[src/rtl/core/hall_sensor_angle_speed_estimator_top_assert.svh]
// Assertion macros for the Hall sensor angle and speed estimator.
// Used by the RTL files in rtl/core; no other dependencies.
`ifndef HALL_SENSOR_ANGLE_SPEED_ESTIMATOR_TOP_ASSERT_SVH
`define HALL_SENSOR_ANGLE_SPEED_ESTIMATOR_TOP_ASSERT_SVH

// Same-cycle implication, disabled during reset.
`define HALLEST_ASSERT_IMPL(lbl, clk, rst, ante, cons) \
   lbl: assert property (@(posedge clk) disable iff (rst) (ante) |-> (cons)) \
      else $error("hallest assertion failed");

// Next-cycle implication, disabled during reset.
`define HALLEST_ASSERT_NEXT(lbl, clk, rst, ante, cons) \
   lbl: assert property (@(posedge clk) disable iff (rst) (ante) |=> (cons)) \
      else $error("hallest assertion failed");

`endif

[src/rtl/core/hallest_pkg.sv]
// Package for the Hall sensor angle and speed estimator: widths, codes,
// word types, divider interface and the Hall sector table. No dependencies.
package hallest_pkg;

   localparam int ANGLE_FRAC_BITS = 24;
   localparam int TIMER_BITS      = 32;
   localparam int MS_COUNTER_BITS = 16;

   localparam int NOM_BITS     = 32;
   localparam int TIMEOUT_BITS = 16;
   localparam int SPEED_BITS   = 32;
   localparam int MAG_BITS     = SPEED_BITS - 1;
   localparam int MS_CMP_BITS  = (MS_COUNTER_BITS > TIMEOUT_BITS) ? MS_COUNTER_BITS
                                                                  : TIMEOUT_BITS;

   // divider geometry: dividend padded to an even width, two bits per step
   localparam int DIVIDEND_BITS = NOM_BITS + ANGLE_FRAC_BITS;
   localparam int DIV_W         = DIVIDEND_BITS + (DIVIDEND_BITS % 2);
   localparam int DVSR_W        = TIMER_BITS;
   localparam int DIV_STEPS     = DIV_W / 2;
   localparam int DIV_CNT_W     = $clog2(DIV_STEPS + 1);

   localparam longint unsigned ONE_TURN = 64'd1 << ANGLE_FRAC_BITS;
   localparam logic [ANGLE_FRAC_BITS-1:0] ANG_SIXTH   = ANGLE_FRAC_BITS'(ONE_TURN / 6);
   localparam logic [ANGLE_FRAC_BITS-1:0] ANG_TWELFTH = ANGLE_FRAC_BITS'(ONE_TURN / 12);
   localparam logic [ANGLE_FRAC_BITS-1:0] ANG_THIRD   = ANGLE_FRAC_BITS'(ONE_TURN / 3);
   localparam logic [ANGLE_FRAC_BITS-1:0] ANG_HALF    = ANGLE_FRAC_BITS'(ONE_TURN / 2);
   localparam logic [ANGLE_FRAC_BITS-1:0] ANG_2THIRD  = ANGLE_FRAC_BITS'((2 * ONE_TURN) / 3);
   localparam logic [ANGLE_FRAC_BITS-1:0] ANG_5SIXTH  = ANGLE_FRAC_BITS'((5 * ONE_TURN) / 6);
   localparam logic [MAG_BITS-1:0]        MAG_MAX     = '1;

   // operation codes
   localparam logic [1:0] OP_HALL   = 2'd0;
   localparam logic [1:0] OP_EDGE   = 2'd1;
   localparam logic [1:0] OP_TICK   = 2'd2;
   localparam logic [1:0] OP_UPDATE = 2'd3;

   // configuration register indexes
   localparam int CSR_IDX_BITS = 3;
   localparam logic [CSR_IDX_BITS-1:0] CSR_NOMINAL_PERIOD = 3'd0;
   localparam logic [CSR_IDX_BITS-1:0] CSR_TIMEOUT_MS     = 3'd1;
   localparam logic [CSR_IDX_BITS-1:0] CSR_SPEED_MIN      = 3'd2;
   localparam logic [CSR_IDX_BITS-1:0] CSR_ANGLE_OFFSET   = 3'd3;
   localparam logic [CSR_IDX_BITS-1:0] CSR_USER_DIRECTION = 3'd4;
   localparam logic [CSR_IDX_BITS-1:0] CSR_INTERP_ENABLE  = 3'd5;

   typedef struct packed {
      logic [1:0]            op;
      logic [2:0]            hall_bits;
      logic [1:0]            channel;
      logic [TIMER_BITS-1:0] timestamp;
   } hallest_req_type;

   typedef struct packed {
      logic [ANGLE_FRAC_BITS-1:0] angle;
      logic signed [SPEED_BITS-1:0] speed;
      logic                       direction;
      logic                       stopped;
      logic                       running;
      logic [2:0]                 hall_code;
   } hallest_rsp_type;

   typedef struct packed {
      logic              start;
      logic [DIV_W-1:0]  dividend;
      logic [DVSR_W-1:0] divisor;
   } hallest_div_cmd_type;

   typedef struct packed {
      logic             busy;
      logic             done;
      logic [DIV_W-1:0] quotient;
   } hallest_div_res_type;

   // Hall code to sector start angle; MSB flags a legal code
   function automatic logic [ANGLE_FRAC_BITS:0] hallest_sector(input logic [2:0] code);
      logic [ANGLE_FRAC_BITS:0] res;
      case (code)
         3'd5:    res = {1'b1, {ANGLE_FRAC_BITS{1'b0}}};
         3'd4:    res = {1'b1, ANG_SIXTH};
         3'd6:    res = {1'b1, ANG_THIRD};
         3'd2:    res = {1'b1, ANG_HALF};
         3'd3:    res = {1'b1, ANG_2THIRD};
         3'd1:    res = {1'b1, ANG_5SIXTH};
         default: res = '0;
      endcase
      return res;
   endfunction

endpackage

[src/rtl/core/hall_sensor_angle_speed_estimator_top.sv]
// Top level of the Hall sensor angle and speed estimator: state, sequencer,
// config registers, output register. Depends on hallest_pkg and hallest_div.
//
// Usage:
//  req_*  : input words (op, hall_bits, channel, timestamp). A word is taken
//           when req_valid is high and req_stall low.
//  rsp_*  : one result word per input word, held in an output register until
//           taken (rsp_valid high, rsp_stall low).
//  csr_*  : register writes, index plus data; csr_ready is always high.
//           Write only while the block is idle.
//  Sequencing: a Hall sample, capture edge or ms tick goes from idle to the
//  done state, which loads the output register. An update runs up to two
//  56-by-32 divisions on the one shared divider, each a load plus 28 two-bit
//  steps, through the angle start, wait and sum states, then speed start,
//  speed wait, flags and done, skipping a wait whose division is not needed.
//  One word in work at a time; the sequencer is back in idle as the result
//  is loaded. A stalled receiver holds the sequencer in its final state.
//  Reset (synchronous, active high) clears the estimator state, sequencer and
//  rsp_valid and loads the register defaults; no clearing pass is needed.
`include "hall_sensor_angle_speed_estimator_top_assert.svh"

module hall_sensor_angle_speed_estimator_top import hallest_pkg::*; (
   input  logic                    clock,
   input  logic                    reset,
   input  logic                    req_valid,
   output logic                    req_stall,
   input  hallest_req_type         req_data,
   output logic                    rsp_valid,
   input  logic                    rsp_stall,
   output hallest_rsp_type         rsp_data,
   input  logic                    csr_valid,
   output logic                    csr_ready,
   input  logic [CSR_IDX_BITS-1:0] csr_index,
   input  logic [NOM_BITS-1:0]     csr_wdata
);

   typedef enum logic [7:0] {
      S_IDLE      = 8'b0000_0001,
      S_ANG_START = 8'b0000_0010,
      S_ANG_WAIT  = 8'b0000_0100,
      S_ANG_SUM   = 8'b0000_1000,
      S_SPD_START = 8'b0001_0000,
      S_SPD_WAIT  = 8'b0010_0000,
      S_FLAGS     = 8'b0100_0000,
      S_DONE      = 8'b1000_0000
   } hallest_state_type;

   hallest_state_type state_ff, state_in;

   // configuration
   logic [NOM_BITS-1:0]        nominal_ff, nominal_in;
   logic [TIMEOUT_BITS-1:0]    timeout_ff, timeout_in;
   logic [MAG_BITS-1:0]        speed_min_ff, speed_min_in;
   logic [ANGLE_FRAC_BITS-1:0] offset_ff, offset_in;
   logic                       user_dir_ff, user_dir_in;
   logic                       interp_ff, interp_in;

   // estimator state
   logic [1:0]                 edge_count_ff, edge_count_in;
   logic [1:0]                 last_ch_ff, last_ch_in;
   logic                       dir_now_ff, dir_now_in;
   logic                       dir_prev_ff, dir_prev_in;
   logic [TIMER_BITS-1:0]      last_edge_ff, last_edge_in;
   logic [TIMER_BITS-1:0]      ch_time_ff [3];
   logic [TIMER_BITS-1:0]      ch_time_in [3];
   logic [TIMER_BITS-1:0]      sector_per_ff, sector_per_in;
   logic [TIMER_BITS-1:0]      cycle_per_ff, cycle_per_in;
   logic [MS_COUNTER_BITS-1:0] ms_ff, ms_in;
   logic                       zero_ff, zero_in;
   logic [ANGLE_FRAC_BITS-1:0] sector_ang_ff, sector_ang_in;
   logic [SPEED_BITS-1:0]      speed_ff, speed_in;
   logic                       running_ff, running_in;
   logic [ANGLE_FRAC_BITS-1:0] angle_ff, angle_in;
   logic [2:0]                 code_ff, code_in;

   // update scratch
   logic [TIMER_BITS-1:0]      upd_time_ff, upd_time_in;
   logic [ANGLE_FRAC_BITS-1:0] interp_a_ff, interp_a_in;
   logic [MAG_BITS-1:0]        mag_ff, mag_in;

   // output register
   logic                       rsp_valid_ff, rsp_valid_in;
   hallest_rsp_type            rsp_data_ff, rsp_data_in;

   hallest_div_cmd_type div_cmd;
   hallest_div_res_type div_res;

   hallest_div u_div (
      .clock   (clock),
      .reset   (reset),
      .div_cmd (div_cmd),
      .div_res (div_res)
   );

   logic                       req_take;
   logic                       upd_take;
   logic                       rsp_free;
   logic                       timed_out;
   logic [2:0]                 code_w;
   logic [ANGLE_FRAC_BITS:0]   sector_w;
   logic [1:0]                 pred_ch, succ_ch;
   logic [TIMER_BITS-1:0]      since_edge, ch_prev_time;
   logic [TIMER_BITS+1:0]      six_full;
   logic [TIMER_BITS-1:0]      upd_delta;
   logic [ANGLE_FRAC_BITS-1:0] a_final;
   logic [MAG_BITS-1:0]        mag_sat;
   logic                       flip;

   assign req_take  = req_valid && !req_stall;
   assign upd_take  = req_take && (req_data.op == OP_UPDATE);
   assign rsp_free  = !rsp_valid_ff || !rsp_stall;
   assign timed_out = (MS_CMP_BITS'(ms_ff) > MS_CMP_BITS'(timeout_ff));
   // direction bit and user reversal cancel each other
   assign flip      = dir_now_ff ^ user_dir_ff;

   // Hall code, optionally with pins A and C swapped
   assign code_w   = user_dir_ff ? {req_data.hall_bits[0], req_data.hall_bits[1],
                                    req_data.hall_bits[2]} : req_data.hall_bits;
   assign sector_w = hallest_sector(code_w);

   // neighbor channels in the 1-2-3 rotation
   assign pred_ch = (req_data.channel == 2'd1) ? 2'd3 : req_data.channel - 2'd1;
   assign succ_ch = (req_data.channel == 2'd3) ? 2'd1 : req_data.channel + 2'd1;

   always_comb begin
      case (req_data.channel)
         2'd1:    ch_prev_time = ch_time_ff[0];
         2'd2:    ch_prev_time = ch_time_ff[1];
         2'd3:    ch_prev_time = ch_time_ff[2];
         default: ch_prev_time = '0;
      endcase
   end

   assign since_edge = req_data.timestamp - last_edge_ff;
   // six times the inter-edge time, wraps at timer width
   assign six_full   = {since_edge, 2'b00} + {1'b0, since_edge, 1'b0};
   assign upd_delta  = upd_time_ff - last_edge_ff;
   assign a_final    = flip ? (ANG_SIXTH - interp_a_ff) : interp_a_ff;
   assign mag_sat    = (div_res.quotient > DIV_W'(MAG_MAX)) ? MAG_MAX
                                                            : div_res.quotient[MAG_BITS-1:0];

   always_comb begin
      state_in      = state_ff;
      nominal_in    = nominal_ff;
      timeout_in    = timeout_ff;
      speed_min_in  = speed_min_ff;
      offset_in     = offset_ff;
      user_dir_in   = user_dir_ff;
      interp_in     = interp_ff;
      edge_count_in = edge_count_ff;
      last_ch_in    = last_ch_ff;
      dir_now_in    = dir_now_ff;
      dir_prev_in   = dir_prev_ff;
      last_edge_in  = last_edge_ff;
      ch_time_in    = ch_time_ff;
      sector_per_in = sector_per_ff;
      cycle_per_in  = cycle_per_ff;
      ms_in         = ms_ff;
      zero_in       = zero_ff;
      sector_ang_in = sector_ang_ff;
      speed_in      = speed_ff;
      running_in    = running_ff;
      angle_in      = angle_ff;
      code_in       = code_ff;
      upd_time_in   = upd_time_ff;
      interp_a_in   = interp_a_ff;
      mag_in        = mag_ff;
      rsp_valid_in  = rsp_valid_ff;
      rsp_data_in   = rsp_data_ff;
      div_cmd       = '0;

      // config writes
      if (csr_valid && csr_ready) begin
         case (csr_index)
            CSR_NOMINAL_PERIOD: nominal_in   = csr_wdata;
            CSR_TIMEOUT_MS:     timeout_in   = csr_wdata[TIMEOUT_BITS-1:0];
            CSR_SPEED_MIN:      speed_min_in = csr_wdata[MAG_BITS-1:0];
            CSR_ANGLE_OFFSET:   offset_in    = csr_wdata[ANGLE_FRAC_BITS-1:0];
            CSR_USER_DIRECTION: user_dir_in  = csr_wdata[0];
            CSR_INTERP_ENABLE:  interp_in    = csr_wdata[0];
            default: ;
         endcase
      end

      if (rsp_valid_ff && !rsp_stall) begin
         rsp_valid_in = 1'b0;
      end

      case (state_ff)
         S_IDLE: begin
            if (req_take) begin
               state_in = S_DONE;
               case (req_data.op)
                  OP_HALL: begin
                     code_in = code_w;
                     // illegal codes keep the sector
                     if (sector_w[ANGLE_FRAC_BITS]) begin
                        sector_ang_in = sector_w[ANGLE_FRAC_BITS-1:0];
                     end
                  end
                  OP_EDGE: begin
                     if (req_data.channel != 2'd0) begin
                        if (edge_count_ff >= 2'd2) begin
                           zero_in = timed_out;
                           if (timed_out) begin
                              speed_in = '0;
                           end
                           if (last_ch_ff == pred_ch) begin
                              dir_now_in = 1'b0;
                           end else if (last_ch_ff == succ_ch) begin
                              dir_now_in = 1'b1;
                           end else if (last_ch_ff == req_data.channel) begin
                              dir_now_in = !dir_prev_ff;
                           end
                           dir_prev_in   = dir_now_in;
                           sector_per_in = six_full[TIMER_BITS-1:0];
                           last_edge_in  = req_data.timestamp;
                           cycle_per_in  = req_data.timestamp - ch_prev_time;
                           for (int i = 0; i < 3; i++) begin
                              if (req_data.channel == 2'(i + 1)) begin
                                 ch_time_in[i] = req_data.timestamp;
                              end
                           end
                           edge_count_in = 2'd3;
                        end else begin
                           sector_per_in = '0;
                           cycle_per_in  = '0;
                           edge_count_in = edge_count_ff + 2'd1;
                        end
                        ms_in      = '0;
                        last_ch_in = req_data.channel;
                     end
                  end
                  OP_TICK: begin
                     if (ms_ff != '1) begin
                        ms_in = ms_ff + 1'b1;
                     end
                  end
                  OP_UPDATE: begin
                     upd_time_in = req_data.timestamp;
                     state_in    = S_ANG_START;
                  end
                  default: ;
               endcase
            end
         end
         S_ANG_START: begin
            // angle uses the speed from before this update
            if (speed_ff == '0 || !interp_ff || sector_per_ff == '0) begin
               interp_a_in = ANG_TWELFTH;
               state_in    = S_ANG_SUM;
            end else begin
               div_cmd.start    = 1'b1;
               div_cmd.dividend = DIV_W'({upd_delta, {ANGLE_FRAC_BITS{1'b0}}});
               div_cmd.divisor  = sector_per_ff;
               state_in         = S_ANG_WAIT;
            end
         end
         S_ANG_WAIT: begin
            if (div_res.done) begin
               // clamp to one sector
               interp_a_in = (div_res.quotient >= DIV_W'(ANG_SIXTH)) ? ANG_SIXTH
                             : div_res.quotient[ANGLE_FRAC_BITS-1:0];
               state_in    = S_ANG_SUM;
            end
         end
         S_ANG_SUM: begin
            angle_in = sector_ang_ff + a_final + offset_ff;
            state_in = S_SPD_START;
         end
         S_SPD_START: begin
            if (cycle_per_ff != '0 && !zero_ff) begin
               div_cmd.start    = 1'b1;
               div_cmd.dividend = DIV_W'({nominal_ff, {ANGLE_FRAC_BITS{1'b0}}});
               div_cmd.divisor  = cycle_per_ff;
               state_in         = S_SPD_WAIT;
            end else begin
               speed_in = '0;
               mag_in   = '0;
               state_in = S_FLAGS;
            end
         end
         S_SPD_WAIT: begin
            if (div_res.done) begin
               mag_in   = mag_sat;
               speed_in = flip ? (SPEED_BITS'(0) - {1'b0, mag_sat}) : {1'b0, mag_sat};
               state_in = S_FLAGS;
            end
         end
         S_FLAGS: begin
            if (timed_out) begin
               speed_in   = '0;
               zero_in    = 1'b1;
               running_in = 1'b0;
            end else begin
               running_in = (mag_ff > speed_min_ff);
            end
            state_in = S_DONE;
         end
         S_DONE: begin
            if (rsp_free) begin
               rsp_valid_in          = 1'b1;
               rsp_data_in.angle     = angle_ff;
               rsp_data_in.speed     = speed_ff;
               rsp_data_in.direction = dir_now_ff;
               rsp_data_in.stopped   = zero_ff;
               rsp_data_in.running   = running_ff;
               rsp_data_in.hall_code = code_ff;
               state_in              = S_IDLE;
            end
         end
         default: state_in = S_IDLE;
      endcase
   end

   always_ff @(posedge clock) begin
      if (reset) begin
         state_ff      <= S_IDLE;
         nominal_ff    <= NOM_BITS'(1000000);
         timeout_ff    <= TIMEOUT_BITS'(1000);
         speed_min_ff  <= '0;
         offset_ff     <= '0;
         user_dir_ff   <= 1'b0;
         interp_ff     <= 1'b1;
         edge_count_ff <= '0;
         last_ch_ff    <= '0;
         dir_now_ff    <= 1'b0;
         dir_prev_ff   <= 1'b0;
         last_edge_ff  <= '0;
         for (int i = 0; i < 3; i++) begin
            ch_time_ff[i] <= '0;
         end
         sector_per_ff <= '0;
         cycle_per_ff  <= '0;
         ms_ff         <= '0;
         zero_ff       <= 1'b0;
         sector_ang_ff <= '0;
         speed_ff      <= '0;
         running_ff    <= 1'b0;
         angle_ff      <= '0;
         code_ff       <= '0;
         rsp_valid_ff  <= 1'b0;
      end else begin
         state_ff      <= state_in;
         nominal_ff    <= nominal_in;
         timeout_ff    <= timeout_in;
         speed_min_ff  <= speed_min_in;
         offset_ff     <= offset_in;
         user_dir_ff   <= user_dir_in;
         interp_ff     <= interp_in;
         edge_count_ff <= edge_count_in;
         last_ch_ff    <= last_ch_in;
         dir_now_ff    <= dir_now_in;
         dir_prev_ff   <= dir_prev_in;
         last_edge_ff  <= last_edge_in;
         ch_time_ff    <= ch_time_in;
         sector_per_ff <= sector_per_in;
         cycle_per_ff  <= cycle_per_in;
         ms_ff         <= ms_in;
         zero_ff       <= zero_in;
         sector_ang_ff <= sector_ang_in;
         speed_ff      <= speed_in;
         running_ff    <= running_in;
         angle_ff      <= angle_in;
         code_ff       <= code_in;
         rsp_valid_ff  <= rsp_valid_in;
      end
      upd_time_ff <= upd_time_in;
      interp_a_ff <= interp_a_in;
      mag_ff      <= mag_in;
      rsp_data_ff <= rsp_data_in;
   end

   assign req_stall = (state_ff != S_IDLE);
   assign csr_ready = 1'b1;
   assign rsp_valid = rsp_valid_ff;
   assign rsp_data  = rsp_data_ff;

   `HALLEST_ASSERT_NEXT(a_update_starts_seq, clock, reset, upd_take, state_ff == S_ANG_START)
   `HALLEST_ASSERT_IMPL(a_rsp_from_done, clock, reset, $rose(rsp_valid_ff), $past(state_ff == S_DONE))
   `HALLEST_ASSERT_IMPL(a_stopped_speed_zero, clock, reset, zero_ff, speed_ff == '0)

endmodule

[src/rtl/core/hallest_div.sv]
// Shared radix-2 restoring divider, two quotient bits per cycle.
// Depends on hallest_pkg; asserts through the top-level assertion header.
`include "hall_sensor_angle_speed_estimator_top_assert.svh"

module hallest_div import hallest_pkg::*; (
   input  logic                clock,
   input  logic                reset,
   input  hallest_div_cmd_type div_cmd,
   output hallest_div_res_type div_res
);

   logic                 busy_ff, busy_in;
   logic                 done_ff, done_in;
   logic [DIV_CNT_W-1:0] cnt_ff, cnt_in;
   logic [DVSR_W-1:0]    rem_ff, rem_in;
   logic [DIV_W-1:0]     quo_ff, quo_in;
   logic [DVSR_W-1:0]    dvsr_ff, dvsr_in;

   logic [DVSR_W-1:0] rem_w;
   logic [DIV_W-1:0]  quo_w;
   logic [DVSR_W:0]   trial;
   logic [DVSR_W:0]   diff;
   logic              ge;

   // two dependent compare/subtract steps
   always_comb begin
      rem_w = rem_ff;
      quo_w = quo_ff;
      trial = '0;
      diff  = '0;
      ge    = 1'b0;
      for (int k = 0; k < 2; k++) begin
         trial = {rem_w, quo_w[DIV_W-1]};
         diff  = trial - {1'b0, dvsr_ff};
         ge    = (trial >= {1'b0, dvsr_ff});
         rem_w = ge ? diff[DVSR_W-1:0] : trial[DVSR_W-1:0];
         quo_w = {quo_w[DIV_W-2:0], ge};
      end
   end

   always_comb begin
      busy_in = busy_ff;
      done_in = 1'b0;
      cnt_in  = cnt_ff;
      rem_in  = rem_ff;
      quo_in  = quo_ff;
      dvsr_in = dvsr_ff;
      if (div_cmd.start) begin
         busy_in = 1'b1;
         cnt_in  = DIV_CNT_W'(DIV_STEPS);
         rem_in  = '0;
         quo_in  = div_cmd.dividend;
         dvsr_in = div_cmd.divisor;
      end else if (busy_ff) begin
         rem_in = rem_w;
         quo_in = quo_w;
         cnt_in = cnt_ff - 1'b1;
         if (cnt_ff == DIV_CNT_W'(1)) begin
            busy_in = 1'b0;
            done_in = 1'b1;
         end
      end
   end

   always_ff @(posedge clock) begin
      if (reset) begin
         busy_ff <= 1'b0;
         done_ff <= 1'b0;
         cnt_ff  <= '0;
      end else begin
         busy_ff <= busy_in;
         done_ff <= done_in;
         cnt_ff  <= cnt_in;
      end
      rem_ff  <= rem_in;
      quo_ff  <= quo_in;
      dvsr_ff <= dvsr_in;
   end

   assign div_res.busy     = busy_ff;
   assign div_res.done     = done_ff;
   assign div_res.quotient = quo_ff;

   `HALLEST_ASSERT_IMPL(a_start_when_free, clock, reset, div_cmd.start, !busy_ff)
   `HALLEST_ASSERT_NEXT(a_done_one_cycle, clock, reset, done_ff, !done_ff)
   `HALLEST_ASSERT_IMPL(a_busy_has_count, clock, reset, busy_ff, cnt_ff != '0)

endmodule

[config.mk]
export PLATFORM = sky130hd
export DESIGN_NAME = hall_sensor_angle_speed_estimator_top
export DESIGN_NICKNAME = d
export VERILOG_FILES = /design/src/rtl/core/hallest_pkg.sv /design/src/rtl/core/hall_sensor_angle_speed_estimator_top.sv /design/src/rtl/core/hallest_div.sv
export VERILOG_INCLUDE_DIRS = /design/src /design/src/rtl/core
export SDC_FILE = /design/constraint.sdc
export NUM_CORES = 2
export LEC_CHECK = 0
export ABC_AREA = 1
export BUFFER_PORTS_ARGS = -buffer_cell sky130_fd_sc_hd__buf_2
export CAP_MARGIN = 20
export CORE_AREA = 2 2 278 280
export DETAILED_ROUTE_END_ITERATION = 8
export DIE_AREA = 0 0 280 282
export PLACE_DENSITY_LB_ADDON = 0.12
export SLEW_MARGIN = 15
export SYNTH_ARGS = -nofsm -noshare
export SYNTH_HDL_FRONTEND = slang
export SYNTH_SLANG_ARGS = --single-unit
[constraint.sdc]
create_clock -name clock -period 9.11 [get_ports clock]
set_clock_uncertainty 0.15 [all_clocks]
set_input_delay 1.3665 -clock clock [delete_from_list [all_inputs] [get_ports clock]]
set_output_delay 1.3665 -clock clock [all_outputs]
set_load 0.05 [all_outputs]
==> metrics.txt <==
hold-fix buffers at CTS=0; I/O pins=roughly 140; Clk Latency, worst-skew pair=between 0.6 and 0.7 ns; max frequency=162.1 MHz; Worst-Margin Slew=1.055 ns; most common cell after layout, fill and taps aside=nand2_1; Row Count=approximately 100; status=complete, no violations; worst rel slew slack=between 20% and 30%; fraction of registers with async set/reset=0%; nets=between 6,000 and 7,000; vias in the first global route=approximately 36,000; Seq pwr share=41.7%; dpl cells=6,572; Net Sw Power=approximately 2.1 mW; total CTS buffers=76; r2r setup slk=around 2.9 ns; largest net degree at the start of global routing=about 70; crit path capture type=flop; Critical Path AT=6.41 ns; H-tree depth reported by CTS=3; clock sink total=666; Synth cell types=63; crit-path max FO=66; initial cell density of the core=between 50% and 60%; Area Overhead vs Synth=10.23%; synthesized area per cell=approximately 7.4 µm²; Multi-input gate area=approximately 22,000 µm²; Fill cells=~7,100; CTS tree=yes; VDD IR max=approximately 150 µV; share of cells above drive strength 1=6.853%; Post-DRT Antenna Nets=0; Clk pwr share=44.0%; Clock Path Buffers=3; hpwl dp=between 100,000 and 150,000 µm; final hold violations=0; Port Buffers=around 140; non-filler cells, final=between 6,000 and 7,000; Synth Warn #=0; sequential element share of the synthesized area=37.87%; worst hold path class=reg -> reg; total number of vias=slightly below 40,000; WHS=around 0.27 ns; Top reg by flops=ch_time_ff; Combinational Power Share=14.3%; post_cts resized=0; drt pass-1 iters=5; utilization after layout=60.39%; final setup TNS=0 ns; crit path kind=reg -> reg; CP startpoint kind=flop; FF+latch area=between 15,000 and 20,000 µm²; first-pass GRT wire length=~210,000 µm; Pint=about 5.3 mW; endpoints failing setup=0; GP Congestion=1.014; PwrDens=163.5 nW/µm²; CTS root buf=clkbuf_16; DR iter-0 viols=~3,600; DRC viols=0; commonest register cell after synthesis=dfxtp_1; Switching Share=between 20 and 30%; Tcrit/Tclk final=about two thirds; Wirelength per Cell=approximately 21 µm; GRT Total Usage=35.69%; Slew Viols, Final=0; Pleak=20.05 nW; full die area=78,960 µm²; clock-pin slew on the worst setup and hold paths=around 0.06 ns; chip height=around 280 µm; most frequent cells in the layout=nand2_1, inv_1, nor2_1; FF+latch count, synth=666; EDFF count, synth=237; Mapped Area=between 40,000 and 50,000 µm²; initial antenna violation count=8; RSZ-0062 raised after global routing=no; setup bufs post-CTS=0; max-capacitance violation count=0; Largest register FFs=96; total grt overflow=0; Core Area=75,700 µm²; die width=between 200 and 300 µm; Syn Inst Count=about 5,600; routed vias/inst=slightly below 6; min cycle time layout=6.171 ns; Data required, critical path=approximately 9.4 ns; WL final=143,100 µm
[metrics by stage]
step / total power, mW / area (µm²) / worst slack [ns]
after floorplan: 3.918 / 41480 / 4.309
after global placement: 4.223 / 42990 / 3.234
after detailed placement: 4.225 / 42990 / 3.131
after CTS: 7.479 / 45690 / 3.082
after global routing: 7.714 / 45710 / 2.503
final: 7.475 / 45710 / 2.939
[cells by family (layout without fill, tap and decap cells)]
group	after synthesis	count (layout)	share of synthesized area (%)
buffers and inverters	1021	1163	9.464
adder cells (fa/ha/maj)	293	293	9.383
other	2	7	0.01811
XOR/XNOR	150	150	3.168
AND/OR/NAND/NOR	2226	2226	22.47
AO/OA/AOI/OAI	1234	1234	17.63
flip-flops	666	666	37.87
[synthesized netlist by cell type, types with 4 or more instances]
master / count / area (µm²)
nand2_1: 1151 / 4320
inv_1: 825 / 3097
nor2_1: 540 / 2027
a21oi_1: 430 / 2152
dfxtp_1: 429 / 8588
o21ai_0: 377 / 1887
nand3_1: 308 / 1541
ha_1: 263 / 3291
edfxtp_1: 237 / 7117
clkbuf_1: 136 / 510.5
a221oi_1: 97 / 849.6
xor2_1: 80 / 700.7
xnor2_1: 70 / 613.1
nor3_1: 66 / 330.3
o211ai_1: 66 / 495.5
nand4_1: 60 / 375.4
o22ai_1: 58 / 362.9
a211oi_1: 42 / 315.3
nor4_1: 34 / 212.7
fa_1: 30 / 600.6
o21bai_1: 29 / 217.7
a21o_1: 26 / 195.2
o21a_1: 22 / 165.2
a31oi_1: 21 / 131.4
buf_2: 19 / 95.09
or2_2: 15 / 93.84
nand3b_1: 14 / 105.1
buf_4: 13 / 97.59
inv_2: 12 / 45.04
o221ai_1: 12 / 105.1
nor2_2: 11 / 68.82
a21boi_0: 10 / 75.07
a21oi_2: 8 / 70.07
buf_1: 8 / 30.03
nand2_2: 7 / 43.79
o21ai_1: 6 / 30.03
o31ai_1: 6 / 45.04
clkinv_1: 5 / 18.77
o311ai_0: 4 / 35.03
[area by class of cell]
| class | count | area share, % |
|---|---|---|
| Inverter | 842 | 6.916 |
| Clock buffer | 109 | 4.924 |
| Timing Repair Buffer | 181 | 2.209 |
| Sequential cell | 666 | 34.36 |
| Clock inverter | 31 | 0.9881 |
| Antenna cell | 4 | 0.02190 |
| Tap cell | 978 | 2.677 |
| Multi-Input combinational cell | 3906 | 47.91 |
[worst max-delay path, cell delays in order, from the launching register on]
cell and delay [ns]:
edfxtp_1 0.32, inv_1 0.06, ha_1 0.35, nand2_1 0.13, nor2_1 0.28, nand2_1 0.15, nor3_1 0.25, nand3_1 0.11
nand4_1 0.10, buf_4 0.50, nand2_1 0.09, o21ai_0 0.13, inv_1 0.08, ha_1 0.35, a21oi_1 0.20, o21ai_0 0.09
nor2_1 0.44, o21ai_2 0.18, nand2_1 0.10, nand2_1 0.11, nand2_1 0.11, nand2_1 0.05, nand2_1 0.06, buf_4 0.40
nand3_2 0.78, nand2_1 0.25, inv_1 0.05
[layer usage]
layer / global-route usage, % / vias to the layer above / routed length, µm
li1: - / 18940 / -
met1: 47.86 / 18330 / 61990
met2: 57.01 / 1469 / 64040
met3: 5.519 / 320 / 10160
met4: 15.91 / 4 / 6908
met5: 0 / - / 32
[path summary, 6_finish.rpt]
kind,depth (start not counted),from,end
min,0,angle_ff[13]$_SDFFE_PP0P_,rsp_data[51]$_DFFE_PP_
max,26,u_div.dvsr_ff[23]$_DFFE_PP_,u_div.quo_ff[0]$_SDFFCE_PP0P_
min reg2reg,0,angle_ff[13]$_SDFFE_PP0P_,rsp_data[51]$_DFFE_PP_
max reg2reg,26,u_div.dvsr_ff[23]$_DFFE_PP_,u_div.quo_ff[0]$_SDFFCE_PP0P_
[power by group through the flow]
stage / sequential, mW / clock (mW) / combinational [mW]
final: 3.12 / 3.29 / 1.07
after global routing: 3.12 / 3.43 / 1.17
after CTS: 3.12 / 3.31 / 1.05
after detailed placement: 3.18 / 0 / 1.04
after global placement: 3.18 / 0 / 1.04
after floorplan: 3.21 / 0 / 0.705
No activity file was read; power rests on OpenSTA's default activity.
